--- src/sv/assert_macros.svh ---
// assertion macros shared by the camera tracker rtl
// no dependencies; compiled out when SYNTHESIS is defined
`ifndef ASSERT_MACROS_SVH
`define ASSERT_MACROS_SVH
`ifndef SYNTHESIS
// checked property, skipped while reset is asserted
`define ASSERT_RST(lbl, clk, rst_n, prop, msg) \
	lbl: assert property (@(posedge clk) disable iff (!rst_n) prop) else $error(msg);
// checked property, also during reset
`define ASSERT_ALW(lbl, clk, prop, msg) \
	lbl: assert property (@(posedge clk) prop) else $error(msg);
`else
`define ASSERT_RST(lbl, clk, rst_n, prop, msg)
`define ASSERT_ALW(lbl, clk, prop, msg)
`endif
`endif

--- src/sv/sfc_pkg.sv ---
// shared types, constants and helpers of the smooth follow camera
// no dependencies
`default_nettype none
package sfc_pkg;
	localparam int PosW      = 24;
	localparam int ErrW      = 26;
	localparam int MulW      = 32;
	localparam int ProdW     = 2 * MulW;
	localparam int MulDigitW = 4;
	localparam int MulDigits = MulW / MulDigitW;
	localparam int CfgIdxW   = 3;
	localparam int CfgDataW  = 24;

	localparam logic [1:0] OpFollow = 2'd0;
	localparam logic [1:0] OpShake  = 2'd1;
	localparam logic [1:0] OpPlace  = 2'd2;

	localparam logic [CfgIdxW-1:0] RegViewWidth  = 3'd0;
	localparam logic [CfgIdxW-1:0] RegViewHeight = 3'd1;
	localparam logic [CfgIdxW-1:0] RegFollowGain = 3'd2;
	localparam logic [CfgIdxW-1:0] RegBoundLeft  = 3'd3;
	localparam logic [CfgIdxW-1:0] RegBoundRight = 3'd4;
	localparam logic [CfgIdxW-1:0] RegBoundTop   = 3'd5;
	localparam logic [CfgIdxW-1:0] RegBoundBot   = 3'd6;

	// ceil(2^36 / 1000): exact floor division by 1000 for operands below 2^36 / 264
	localparam logic [26:0] RecipK    = 27'd68719477;
	localparam logic [25:0] HalfDiv   = 26'd500;
	localparam logic [10:0] JitterMax = 11'd2000;
	localparam logic [10:0] JitterMid = 11'd1000;

	typedef logic signed [PosW-1:0] pos_t;

	typedef struct packed {
		logic            start;
		logic [MulW-1:0] a;
		logic [MulW-1:0] b;
	} mul_req_t;

	typedef struct packed {
		logic             done;
		logic [ProdW-1:0] p;
	} mul_rsp_t;

	function automatic pos_t sat_pos(input logic signed [35:0] v);
		pos_t r;
		if (v > 36'sd8388607) begin
			r = {1'b0, {(PosW-1){1'b1}}};
		end else if (v < -36'sd8388608) begin
			r = {1'b1, {(PosW-1){1'b0}}};
		end else begin
			r = v[PosW-1:0];
		end
		return r;
	endfunction
endpackage
`default_nettype wire

--- src/sv/sfc_in_if.sv ---
// command channel of the camera tracker: valid/ready plus item fields
// depends on sfc_pkg for widths
`default_nettype none
interface sfc_in_if;
	logic                           valid;
	logic                           ready;
	logic [1:0]                     operation;
	logic signed [sfc_pkg::PosW-1:0] target_x;
	logic signed [sfc_pkg::PosW-1:0] target_y;
	logic [15:0]                    step_time;
	logic [10:0]                    jitter_x;
	logic [10:0]                    jitter_y;
	logic [15:0]                    shake_strength;
	logic [23:0]                    shake_time;
	logic [15:0]                    shake_fade;

	modport source (
		output valid, operation, target_x, target_y, step_time, jitter_x, jitter_y,
		       shake_strength, shake_time, shake_fade,
		input  ready
	);
	modport sink (
		input  valid, operation, target_x, target_y, step_time, jitter_x, jitter_y,
		       shake_strength, shake_time, shake_fade,
		output ready
	);
endinterface
`default_nettype wire

--- src/sv/sfc_out_if.sv ---
// result channel of the camera tracker: valid/ready plus view position
// depends on sfc_pkg for widths
`default_nettype none
interface sfc_out_if;
	logic                           valid;
	logic                           ready;
	logic signed [sfc_pkg::PosW-1:0] view_x;
	logic signed [sfc_pkg::PosW-1:0] view_y;
	logic                           shaking;

	modport source (output valid, view_x, view_y, shaking, input ready);
	modport sink (input valid, view_x, view_y, shaking, output ready);
endinterface
`default_nettype wire

--- src/sv/smooth_follow_camera_with_shake_top.sv ---
// follow step: StExec, then StLaunch, StWait, StPost per product, StClamp per axis, StOut;
// place and shake start: StExec, StOut; a new item is taken only in StIdle, the cycle after
// the result is loaded; the shared serial multiplier does 8 digit steps per product,
// 3 products per follow step plus 5 more while shaking
// asynchronous active-low reset clears position, shake state, sequencer and configuration at once
// depends on sfc_pkg, sfc_in_if, sfc_out_if, sfc_mul and assert_macros.svh
`default_nettype none
`include "assert_macros.svh"
module smooth_follow_camera_with_shake_top (
	input  wire logic                           clk,
	input  wire logic                           arst_n,
	sfc_in_if.sink                              cmd,
	sfc_out_if.source                           view,
	input  wire logic                           cfg_wen,
	input  wire logic [sfc_pkg::CfgIdxW-1:0]    cfg_idx,
	input  wire logic [sfc_pkg::CfgDataW-1:0]   cfg_data
);
	localparam logic [2:0] StIdle   = 3'd0;
	localparam logic [2:0] StExec   = 3'd1;
	localparam logic [2:0] StLaunch = 3'd2;
	localparam logic [2:0] StWait   = 3'd3;
	localparam logic [2:0] StPost   = 3'd4;
	localparam logic [2:0] StClamp  = 3'd5;
	localparam logic [2:0] StOut    = 3'd6;

	localparam logic [2:0] PhGain  = 3'd0;
	localparam logic [2:0] PhMove  = 3'd1;
	localparam logic [2:0] PhShake = 3'd2;
	localparam logic [2:0] PhRecip = 3'd3;
	localparam logic [2:0] PhLoss  = 3'd4;

	// configuration
	logic [11:0]   vw_q;
	logic [11:0]   vh_q;
	logic [15:0]   gain_q;
	sfc_pkg::pos_t bl_q;
	sfc_pkg::pos_t br_q;
	sfc_pkg::pos_t bt_q;
	sfc_pkg::pos_t bb_q;

	// camera state
	sfc_pkg::pos_t pos_x_q;
	sfc_pkg::pos_t pos_y_q;
	logic [15:0]   amp_q;
	logic [23:0]   rem_q;
	logic [15:0]   fade_q;

	// sequencer
	logic [2:0] state_q;
	logic [2:0] phase_q;
	logic       ax_q;
	logic       ov_q;

	// latched item
	logic [1:0]    op_q;
	sfc_pkg::pos_t tx_q;
	sfc_pkg::pos_t ty_q;
	logic [15:0]   dt_q;
	logic [10:0]   jx_q;
	logic [10:0]   jy_q;
	logic [15:0]   str_q;
	logic [23:0]   stime_q;
	logic [15:0]   sfade_q;

	// work registers
	logic signed [sfc_pkg::ErrW-1:0]  errx_q;
	logic signed [sfc_pkg::ErrW-1:0]  erry_q;
	logic [sfc_pkg::MulW-1:0]         gd_q;
	logic [sfc_pkg::ProdW-1:0]        prod_q;
	sfc_pkg::pos_t                    psat_q;
	logic [25:0]                      n_q;
	sfc_pkg::pos_t                    ox_q;
	sfc_pkg::pos_t                    oy_q;
	logic                             osh_q;

	sfc_pkg::mul_req_t mreq;
	sfc_pkg::mul_rsp_t mrsp;

	logic                             cmd_xfer;
	logic                             out_load;
	sfc_pkg::pos_t                    pos_sel;
	sfc_pkg::pos_t                    lo_sel;
	sfc_pkg::pos_t                    hi_sel;
	logic [11:0]                      size_sel;
	logic signed [sfc_pkg::ErrW-1:0]  err_sel;
	logic                             err_neg;
	logic [sfc_pkg::ErrW-1:0]         err_abs;
	logic signed [35:0]               pos_ext;
	logic [33:0]                      move_mag;
	logic signed [35:0]               move_val;
	sfc_pkg::pos_t                    follow_pos;
	logic [10:0]                      jit_sel;
	logic [10:0]                      jit_c;
	logic                             jit_neg;
	logic [10:0]                      jit_mag;
	logic [16:0]                      shake_mag;
	logic signed [35:0]               shake_val;
	sfc_pkg::pos_t                    shake_pos;
	logic signed [25:0]               psat_ext;
	logic signed [25:0]               span;
	logic signed [25:0]               hi_ext;
	logic signed [25:0]               hi_less;
	sfc_pkg::pos_t                    clamp_pos;
	logic [32:0]                      loss_sum;
	logic [16:0]                      loss;
	logic [15:0]                      amp_next;
	logic [23:0]                      rem_next;

	assign cmd_xfer  = cmd.valid && cmd.ready;
	assign out_load  = (state_q == StOut) && (!ov_q || view.ready);
	assign cmd.ready = (state_q == StIdle);

	assign view.valid   = ov_q;
	assign view.view_x  = ox_q;
	assign view.view_y  = oy_q;
	assign view.shaking = osh_q;

	// per-axis selection
	always_comb begin
		pos_sel  = ax_q ? pos_y_q : pos_x_q;
		lo_sel   = ax_q ? bt_q : bl_q;
		hi_sel   = ax_q ? bb_q : br_q;
		size_sel = ax_q ? vh_q : vw_q;
		err_sel  = ax_q ? erry_q : errx_q;
		jit_sel  = ax_q ? jy_q : jx_q;
		err_neg  = err_sel[sfc_pkg::ErrW-1];
		err_abs  = err_neg ? 26'(-err_sel) : 26'(err_sel);
		pos_ext  = {{12{pos_sel[23]}}, pos_sel};
	end

	// follow move, rounded half away from zero
	always_comb begin
		move_mag   = {1'b0, prod_q[56:24]} + {33'b0, prod_q[23]};
		move_val   = err_neg ? -$signed({2'b0, move_mag}) : $signed({2'b0, move_mag});
		follow_pos = sfc_pkg::sat_pos(pos_ext + move_val);
	end

	// shake offset
	always_comb begin
		jit_c     = (jit_sel > sfc_pkg::JitterMax) ? sfc_pkg::JitterMax : jit_sel;
		jit_neg   = jit_c < sfc_pkg::JitterMid;
		jit_mag   = jit_neg ? (sfc_pkg::JitterMid - jit_c) : (jit_c - sfc_pkg::JitterMid);
		shake_mag = prod_q[52:36];
		shake_val = jit_neg ? -$signed({19'b0, shake_mag}) : $signed({19'b0, shake_mag});
		shake_pos = sfc_pkg::sat_pos(pos_ext + shake_val);
	end

	// bounds, low bound first
	always_comb begin
		psat_ext = {{2{psat_q[23]}}, psat_q};
		span     = $signed({6'b0, size_sel, 8'b0});
		hi_ext   = {{2{hi_sel[23]}}, hi_sel};
		hi_less  = hi_ext - span;
		if (psat_q < lo_sel) begin
			clamp_pos = lo_sel;
		end else if ((psat_ext + span) > hi_ext) begin
			clamp_pos = sfc_pkg::sat_pos({{10{hi_less[25]}}, hi_less});
		end else begin
			clamp_pos = psat_q;
		end
	end

	// decay
	always_comb begin
		loss_sum = {1'b0, prod_q[31:0]} + 33'h0_0000_8000;
		loss     = loss_sum[32:16];
		amp_next = (loss >= {1'b0, amp_q}) ? 16'd0 : (amp_q - loss[15:0]);
		rem_next = ({8'b0, dt_q} >= rem_q) ? 24'd0 : (rem_q - {8'b0, dt_q});
	end

	always_comb begin
		mreq.start = (state_q == StLaunch);
		case (phase_q)
			PhGain: begin
				mreq.a = {16'b0, gain_q};
				mreq.b = {16'b0, dt_q};
			end
			PhMove: begin
				mreq.a = {7'b0, err_abs[24:0]};
				mreq.b = gd_q;
			end
			PhShake: begin
				mreq.a = {16'b0, amp_q};
				mreq.b = {22'b0, jit_mag[9:0]};
			end
			PhRecip: begin
				mreq.a = {5'b0, sfc_pkg::RecipK};
				mreq.b = {6'b0, n_q};
			end
			PhLoss: begin
				mreq.a = {16'b0, fade_q};
				mreq.b = {16'b0, dt_q};
			end
			default: begin
				mreq.a = '0;
				mreq.b = '0;
			end
		endcase
	end

	sfc_mul u_mul (
		.clk    (clk),
		.arst_n (arst_n),
		.req    (mreq),
		.rsp    (mrsp)
	);

	always_ff @(posedge clk or negedge arst_n) begin
		if (!arst_n) begin
			vw_q   <= '0;
			vh_q   <= '0;
			gain_q <= '0;
			bl_q   <= '0;
			br_q   <= '0;
			bt_q   <= '0;
			bb_q   <= '0;
		end else if (cfg_wen) begin
			case (cfg_idx)
				sfc_pkg::RegViewWidth:  vw_q   <= cfg_data[11:0];
				sfc_pkg::RegViewHeight: vh_q   <= cfg_data[11:0];
				sfc_pkg::RegFollowGain: gain_q <= cfg_data[15:0];
				sfc_pkg::RegBoundLeft:  bl_q   <= cfg_data;
				sfc_pkg::RegBoundRight: br_q   <= cfg_data;
				sfc_pkg::RegBoundTop:   bt_q   <= cfg_data;
				sfc_pkg::RegBoundBot:   bb_q   <= cfg_data;
				default: ;
			endcase
		end
	end

	always_ff @(posedge clk or negedge arst_n) begin
		if (!arst_n) begin
			state_q <= StIdle;
			phase_q <= PhGain;
			ax_q    <= 1'b0;
			ov_q    <= 1'b0;
			pos_x_q <= '0;
			pos_y_q <= '0;
			amp_q   <= '0;
			rem_q   <= '0;
			fade_q  <= '0;
		end else begin
			if (out_load) begin
				ov_q <= 1'b1;
			end else if (view.ready) begin
				ov_q <= 1'b0;
			end
			case (state_q)
				StIdle: begin
					if (cmd_xfer) begin
						state_q <= StExec;
					end
				end
				StExec: begin
					case (op_q)
						sfc_pkg::OpFollow: begin
							phase_q <= PhGain;
							ax_q    <= 1'b0;
							state_q <= StLaunch;
						end
						sfc_pkg::OpShake: begin
							amp_q   <= str_q;
							rem_q   <= stime_q;
							fade_q  <= sfade_q;
							state_q <= StOut;
						end
						sfc_pkg::OpPlace: begin
							pos_x_q <= tx_q;
							pos_y_q <= ty_q;
							state_q <= StOut;
						end
						default: state_q <= StOut;
					endcase
				end
				StLaunch: state_q <= StWait;
				StWait: begin
					if (mrsp.done) begin
						state_q <= StPost;
					end
				end
				StPost: begin
					case (phase_q)
						PhGain: begin
							phase_q <= PhMove;
							ax_q    <= 1'b0;
							state_q <= StLaunch;
						end
						PhMove: state_q <= StClamp;
						PhShake: begin
							phase_q <= PhRecip;
							state_q <= StLaunch;
						end
						PhRecip: begin
							if (ax_q) begin
								pos_y_q <= shake_pos;
								phase_q <= PhLoss;
							end else begin
								pos_x_q <= shake_pos;
								ax_q    <= 1'b1;
								phase_q <= PhShake;
							end
							state_q <= StLaunch;
						end
						PhLoss: begin
							amp_q   <= amp_next;
							rem_q   <= rem_next;
							state_q <= StOut;
						end
						default: state_q <= StOut;
					endcase
				end
				StClamp: begin
					if (ax_q) begin
						pos_y_q <= clamp_pos;
						if (rem_q != 24'd0) begin
							ax_q    <= 1'b0;
							phase_q <= PhShake;
							state_q <= StLaunch;
						end else begin
							state_q <= StOut;
						end
					end else begin
						pos_x_q <= clamp_pos;
						ax_q    <= 1'b1;
						state_q <= StLaunch;
					end
				end
				StOut: begin
					if (out_load) begin
						state_q <= StIdle;
					end
				end
				default: state_q <= StIdle;
			endcase
		end
	end

	always_ff @(posedge clk) begin
		if (cmd_xfer) begin
			op_q    <= cmd.operation;
			tx_q    <= cmd.target_x;
			ty_q    <= cmd.target_y;
			dt_q    <= cmd.step_time;
			jx_q    <= cmd.jitter_x;
			jy_q    <= cmd.jitter_y;
			str_q   <= cmd.shake_strength;
			stime_q <= cmd.shake_time;
			sfade_q <= cmd.shake_fade;
		end
		if (state_q == StExec) begin
			errx_q <= $signed({{2{tx_q[23]}}, tx_q}) - $signed({7'b0, vw_q, 7'b0})
			          - $signed({{2{pos_x_q[23]}}, pos_x_q});
			erry_q <= $signed({{2{ty_q[23]}}, ty_q}) - $signed({7'b0, vh_q, 7'b0})
			          - $signed({{2{pos_y_q[23]}}, pos_y_q});
		end
		if (state_q == StWait && mrsp.done) begin
			prod_q <= mrsp.p;
		end
		if (state_q == StPost && phase_q == PhGain) begin
			gd_q <= prod_q[31:0];
		end
		if (state_q == StPost && phase_q == PhMove) begin
			psat_q <= follow_pos;
		end
		if (state_q == StPost && phase_q == PhShake) begin
			n_q <= prod_q[25:0] + sfc_pkg::HalfDiv;
		end
		if (out_load) begin
			ox_q  <= pos_x_q;
			oy_q  <= pos_y_q;
			osh_q <= (rem_q != 24'd0);
		end
	end

	`ASSERT_RST(a_done_in_wait, clk, arst_n, mrsp.done |-> (state_q == StWait), "product arrived outside wait")
	`ASSERT_RST(a_rem_rise, clk, arst_n, (rem_q > $past(rem_q)) |-> ($past(state_q) == StExec && $past(op_q) == sfc_pkg::OpShake), "shake time grew without shake start")
	`ASSERT_RST(a_out_load, clk, arst_n, out_load |=> (ov_q && state_q == StIdle), "result load did not complete")
endmodule
`default_nettype wire

--- src/sv/sfc_mul.sv ---
// digit-serial unsigned multiplier, 32x32 bits, one radix-16 digit per cycle
// depends on sfc_pkg and assert_macros.svh
`default_nettype none
`include "assert_macros.svh"
module sfc_mul (
	input  wire logic              clk,
	input  wire logic              arst_n,
	input  wire sfc_pkg::mul_req_t req,
	output sfc_pkg::mul_rsp_t      rsp
);
	localparam int MulW   = sfc_pkg::MulW;
	localparam int DigW   = sfc_pkg::MulDigitW;
	localparam int SumW   = MulW + DigW;
	localparam int CntW   = $clog2(sfc_pkg::MulDigits);
	localparam logic [CntW-1:0] LastDigit = CntW'(sfc_pkg::MulDigits - 1);

	logic [MulW-1:0] a_q;
	logic [MulW-1:0] b_q;
	logic [MulW-1:0] hi_q;
	logic [MulW-1:0] lo_q;
	logic [CntW-1:0] cnt_q;
	logic            busy_q;
	logic            done_q;
	logic [SumW-1:0] step_sum;

	assign step_sum = {{DigW{1'b0}}, hi_q} + SumW'(a_q) * SumW'(b_q[DigW-1:0]);

	always_ff @(posedge clk or negedge arst_n) begin
		if (!arst_n) begin
			busy_q <= 1'b0;
			done_q <= 1'b0;
			cnt_q  <= '0;
		end else begin
			done_q <= 1'b0;
			if (req.start) begin
				busy_q <= 1'b1;
				cnt_q  <= '0;
			end else if (busy_q) begin
				cnt_q <= cnt_q + 1'b1;
				if (cnt_q == LastDigit) begin
					busy_q <= 1'b0;
					done_q <= 1'b1;
				end
			end
		end
	end

	always_ff @(posedge clk) begin
		if (req.start) begin
			a_q  <= req.a;
			b_q  <= req.b;
			hi_q <= '0;
			lo_q <= '0;
		end else if (busy_q) begin
			b_q  <= b_q >> DigW;
			hi_q <= step_sum[SumW-1:DigW];
			lo_q <= {step_sum[DigW-1:0], lo_q[MulW-1:DigW]};
		end
	end

	always_comb begin
		rsp.done = done_q;
		rsp.p    = {hi_q, lo_q};
	end

	`ASSERT_RST(a_start_idle, clk, arst_n, req.start |-> !busy_q, "multiply started while busy")
	`ASSERT_RST(a_done_last, clk, arst_n,
		(busy_q && cnt_q == LastDigit && !req.start) |=> done_q, "missing done after last digit")
	`ASSERT_ALW(a_done_not_busy, clk, done_q |-> !busy_q, "done while still busy")
endmodule
`default_nettype wire
--- src/flat_wrapper.sv ---
// flat-port wrapper written by rule: the top's interface ports become plain ports
module smooth_follow_camera_with_shake_top_flat 
  (clk, arst_n, cfg_wen, cfg_idx, cfg_data, cmd_valid, cmd_operation, cmd_target_x, cmd_target_y, cmd_step_time, cmd_jitter_x, cmd_jitter_y, cmd_shake_strength, cmd_shake_time, cmd_shake_fade, cmd_ready, view_valid, view_view_x, view_view_y, view_shaking, view_ready);
  sfc_in_if cmd_i ();
  sfc_out_if view_i ();
  input  wire logic clk;
  input  wire logic arst_n;
  input  wire logic cfg_wen;
  input  wire logic [sfc_pkg::CfgIdxW-1:0] cfg_idx;
  input  wire logic [sfc_pkg::CfgDataW-1:0] cfg_data;
  input wire logic [$bits(cmd_i.valid)-1:0] cmd_valid;
  input wire logic [$bits(cmd_i.operation)-1:0] cmd_operation;
  input wire logic [$bits(cmd_i.target_x)-1:0] cmd_target_x;
  input wire logic [$bits(cmd_i.target_y)-1:0] cmd_target_y;
  input wire logic [$bits(cmd_i.step_time)-1:0] cmd_step_time;
  input wire logic [$bits(cmd_i.jitter_x)-1:0] cmd_jitter_x;
  input wire logic [$bits(cmd_i.jitter_y)-1:0] cmd_jitter_y;
  input wire logic [$bits(cmd_i.shake_strength)-1:0] cmd_shake_strength;
  input wire logic [$bits(cmd_i.shake_time)-1:0] cmd_shake_time;
  input wire logic [$bits(cmd_i.shake_fade)-1:0] cmd_shake_fade;
  output wire logic [$bits(cmd_i.ready)-1:0] cmd_ready;
  output wire logic [$bits(view_i.valid)-1:0] view_valid;
  output wire logic [$bits(view_i.view_x)-1:0] view_view_x;
  output wire logic [$bits(view_i.view_y)-1:0] view_view_y;
  output wire logic [$bits(view_i.shaking)-1:0] view_shaking;
  input wire logic [$bits(view_i.ready)-1:0] view_ready;
  assign cmd_i.valid = cmd_valid;
  assign cmd_i.operation = cmd_operation;
  assign cmd_i.target_x = cmd_target_x;
  assign cmd_i.target_y = cmd_target_y;
  assign cmd_i.step_time = cmd_step_time;
  assign cmd_i.jitter_x = cmd_jitter_x;
  assign cmd_i.jitter_y = cmd_jitter_y;
  assign cmd_i.shake_strength = cmd_shake_strength;
  assign cmd_i.shake_time = cmd_shake_time;
  assign cmd_i.shake_fade = cmd_shake_fade;
  assign cmd_ready = cmd_i.ready;
  assign view_valid = view_i.valid;
  assign view_view_x = view_i.view_x;
  assign view_view_y = view_i.view_y;
  assign view_shaking = view_i.shaking;
  assign view_i.ready = view_ready;
  smooth_follow_camera_with_shake_top u_core (.clk(clk), .arst_n(arst_n), .cmd(cmd_i), .view(view_i), .cfg_wen(cfg_wen), .cfg_idx(cfg_idx), .cfg_data(cfg_data));
endmodule
--- config.mk ---
export PLATFORM = sky130hd
export DESIGN_NAME = smooth_follow_camera_with_shake_top_flat
export DESIGN_NICKNAME = d
export VERILOG_FILES = /design/src/sv/sfc_pkg.sv /design/src/sv/sfc_in_if.sv /design/src/sv/sfc_out_if.sv /design/src/sv/smooth_follow_camera_with_shake_top.sv /design/src/sv/sfc_mul.sv /design/src/flat_wrapper.sv
export VERILOG_INCLUDE_DIRS = /design/src /design/src/sv
export SDC_FILE = /design/constraint.sdc
export NUM_CORES = 2
export LEC_CHECK = 0
export BUFFER_PORTS_ARGS = -buffer_cell sky130_fd_sc_hd__buf_4
export CAP_MARGIN = 25
export CORE_MARGIN = 2
export CORE_UTILIZATION = 25
export CTS_BUF_LIST = sky130_fd_sc_hd__clkbuf_2
export CTS_CLUSTER_DIAMETER = 30
export DETAILED_ROUTE_END_ITERATION = 16
export GPL_ROUTABILITY_DRIVEN = 1
export HOLD_SLACK_MARGIN = 0.05
export SKIP_CTS_REPAIR_TIMING = 1
export SYNTH_ARGS = -nofsm -noshare
export SYNTH_HDL_FRONTEND = slang
export SYNTH_SLANG_ARGS = --single-unit
--- constraint.sdc ---
create_clock -name clk -period 10.1 [get_ports clk]
set_input_delay 1.01 -clock clk [delete_from_list [all_inputs] [get_ports clk]]
set_output_delay 1.01 -clock clk [all_outputs]
set_load 0.01 [all_outputs]
==> reports/qor.txt <==
status = complete, no violations
Clock Latency Late Sink = 1740 ps
setup_tns = 0 ps
global-route wire length before repair = 241000 um
CTS Buf Count = 199
share of post-route cells with drive strength above 1 = 15.6%
Post-synth EDFFs = 442
TritonRoute pass-1 iters = 9
Post-synth top cells = edfxtp_1, a21oi_1, inv_1
HPWL Detailed = 129000 um
area grow syn2layout = 20.8%
Starting Density = 25.1%
core area = 0.190 mm2
fin nets = 5844
Final Cycle Share = 80.5%
skew final = 187 ps
RSZ-0062 raised after global routing = false
Fill cells = 19700
VDD IR max = 0.236 mV
DR vias/cell = 4.93
Starting DRT DRC Count = 3403
largest net degree at the start of global routing = 103
Leakage = 24.3 nW
PwrDens = 381 mW/mm2
Net Count, Synth = 5233
Worst Hold Slack = 110 ps
count of pins over their slew limit = 0
Root Driver = clkbuf_2
Die X = 441 um
IO Port Bufs = 226
vias in the first global route = 37600
Worst-Margin Slew = 1190 ps
Final ANT Viol Nets = 0
CTS tree = yes
WL final = 168000 um
most common flop cell mapped by yosys = edfxtp_1
CTS Sinks = 755
final-report hold violation count = 0
Post-route DRC = 0
Finish-stage setup viols = 0
Netlist cell types = 86
Clock transition at path regs = 110 ps
YS warnings = 0
Final Wtd Congestion = 0.960
Max Fclk = 0.123 GHz
cell with the most instances after synthesis = edfxtp_1
via count = 39100
crit start category = flop
die area = 0.195 mm2
Seq/Total Area, Yosys = 43.5%
total gr overflow = 0
IO Count = 227
syn avg cell area = 10.3 um2
Max-slew headroom = 18.4%
Critical Path Sink Type = flop
fraction of registers with async set/reset = 33.5%
post-synth top area cell = edfxtp_1
Mapped Cells = 4637
clk buf depth = 3
Crit Path Max Fanout = 46
Mapped Area = 0.0478 mm2
CP Data Arrival Time = 9600 ps
Final min period = 8130 ps
Placed Instance Area = 0.0525 mm2
Max Cap Violations = 0
worst hold path type = in -> reg
initial antenna violation count = 12
top cell type's share of synthesized area = 27.8%
Synth area leaders = edfxtp_1, dfrtp_1, ha_1, fa_1, mux2_2
cell row count = 160
htree depth = 4
CP required = 11570 ps
WL per Instance = 21.2 um
All-Layer GR Usage = 16.6%
crit path kind = reg -> reg
Vert. Die Dim = 441 um
FF+latch count, synth = 755
design area = 0.0578 mm2
cells in the final DEF (no fill, tap or decap), types with 16 or more instances in the layout:
master and instances:
nand4_1 39, o21a_1 49, or3_1 24, o211ai_1 16, nor4_1 19, nand3_1 71
edfxtp_1 442, ha_1 315, dfxtp_1 60, fa_1 105, mux2_2 160, a2111oi_0 23
nor2b_1 34, and2_1 56, buf_4 287, nor3_1 104, nor2_1 318, nand2b_1 30
a21oi_1 346, and3_1 49, clkinv_1 39, inv_1 335, a32oi_1 29, o21bai_1 28
a221oi_1 28, a21o_1 92, mux2i_1 155, nand2_1 328, dlygate4sd3_1 306, clkinv_2 22
xor2_1 118, a211oi_1 29, xnor2_1 187, a21boi_0 28, clkbuf_2 291, dfrtp_1 250
o21ai_0 252, a31oi_1 63, o22ai_1 16
cell type report:
cell class | count | area, um2 | share of cell area [%]
Tap cell | 2511 | 3140 | 5.44
Sequential cell | 755 | 20800 | 36.0
Inverter | 340 | 1280 | 2.21
Multi-Input combinational cell | 3347 | 25100 | 43.4
Clock inverter | 75 | 523 | 0.905
Antenna cell | 13 | 32.5 | 0.0563
Timing Repair Buffer | 605 | 5460 | 9.44
Clock buffer | 291 | 1460 | 2.52
worst max-delay path, stage by stage (launching register included):
cell and delay [ps]:
dfrtp_4 610, mux2i_1 440, inv_1 110, o31a_1 260, o2111ai_1 450, nand2_1 210
ha_1 280, nor4_1 550, a21o_1 880, nor2_1 110, xor2_1 180, ha_1 370
a211oi_1 300, o211ai_1 170, a21oi_1 390, a21oi_1 210, o21ai_0 560, o311ai_0 280
xor2_1 210, nor3_1 210, a31o_2 880, a32oi_1 240
logic make-up after synthesis:
| group | count (synthesis) | share of synthesized area [%] |
|---|---|---|
| mux | 316 | 7.03 |
| buf+inv | 535 | 4.28 |
| simple gates | 1158 | 11.6 |
| compound gates | 1148 | 15.3 |
| xor+xnor | 305 | 5.59 |
| flops | 755 | 43.5 |
| fa+ha+maj | 420 | 12.6 |
per-layer routing:
metal  global-route usage, %  vias to the layer above  routed length, um
met4                    8.66                        4               9640
met1                    20.3                    19200              68000
li1                        -                    18100                  -
met2                    27.8                     1461              81100
met3                    3.05                      346               9550
met5                       0                        -                 28
worst paths after layout:
| kind | to | slack (ps) | from | cells after the start |
|---|---|---|---|---|
| max in group asynchronous | u_core.fade_q[10] | 8490 | arst_n | 5 |
| worst max register to register | u_core.pos_x_q[8] | 1970 | u_core.ax_q | 21 |
| worst min-delay path | u_core.vh_q[9] | 110 | cfg_wen | 6 |
| worst max-delay path | u_core.pos_x_q[8] | 1970 | u_core.ax_q | 21 |
| worst min register to register | u_core.prod_q[5] | 380 | u_core.u_mul.lo_q[5] | 0 |
| min in group asynchronous | u_core.vh_q[3] | 520 | arst_n | 3 |
state kept, by name, summed over array words and instances, names as in the netlist, 24 cells and up:
| name | cells |
|---|---|
| u_core.pos_y_q | 24 |
| u_core.view.view_x | 24 |
| u_core.view.view_y | 24 |
| u_core.bt_q | 24 |
| u_core.errx_q | 26 |
| u_core.ty_q | 24 |
| u_core.bl_q | 24 |
| u_core.rem_q | 24 |
| u_core.u_mul.lo_q | 32 |
| u_core.stime_q | 24 |
| u_core.erry_q | 26 |
| u_core.bb_q | 24 |
| u_core.u_mul.b_q | 32 |
| u_core.gd_q | 32 |
| u_core.br_q | 24 |
| u_core.n_q | 26 |
| u_core.psat_q | 24 |
| u_core.pos_x_q | 24 |
| u_core.u_mul.hi_q | 28 |
| u_core.u_mul.a_q | 26 |
| u_core.tx_q | 24 |
| u_core.prod_q | 57 |
power by group:
part / internal [mW] / switching, mW / total, mW
clock: 0.936 / 1.39 / 2.33
combinational: 5.65 / 8.69 / 14.3
sequential: 4.51 / 0.866 / 5.37
metrics by stage:
| step | total power [mW] | utilization (%) | worst slack (ps) | std cells |
|---|---|---|---|---|
| finish | 22.0 | 30.4 | 1970 | 7937 |
| global route | 23.8 | 30.4 | 1290 | 7933 |
| CTS | 21.9 | 28.6 | 2090 | 7609 |
| detailed placement | 19.4 | 27.6 | 2130 | 7243 |
| global placement | 19.3 | 27.6 | 2340 | 7238 |
| floorplan | 15.2 | - | 1920 | 4637 |
No activity file was read; power rests on OpenSTA's default activity.
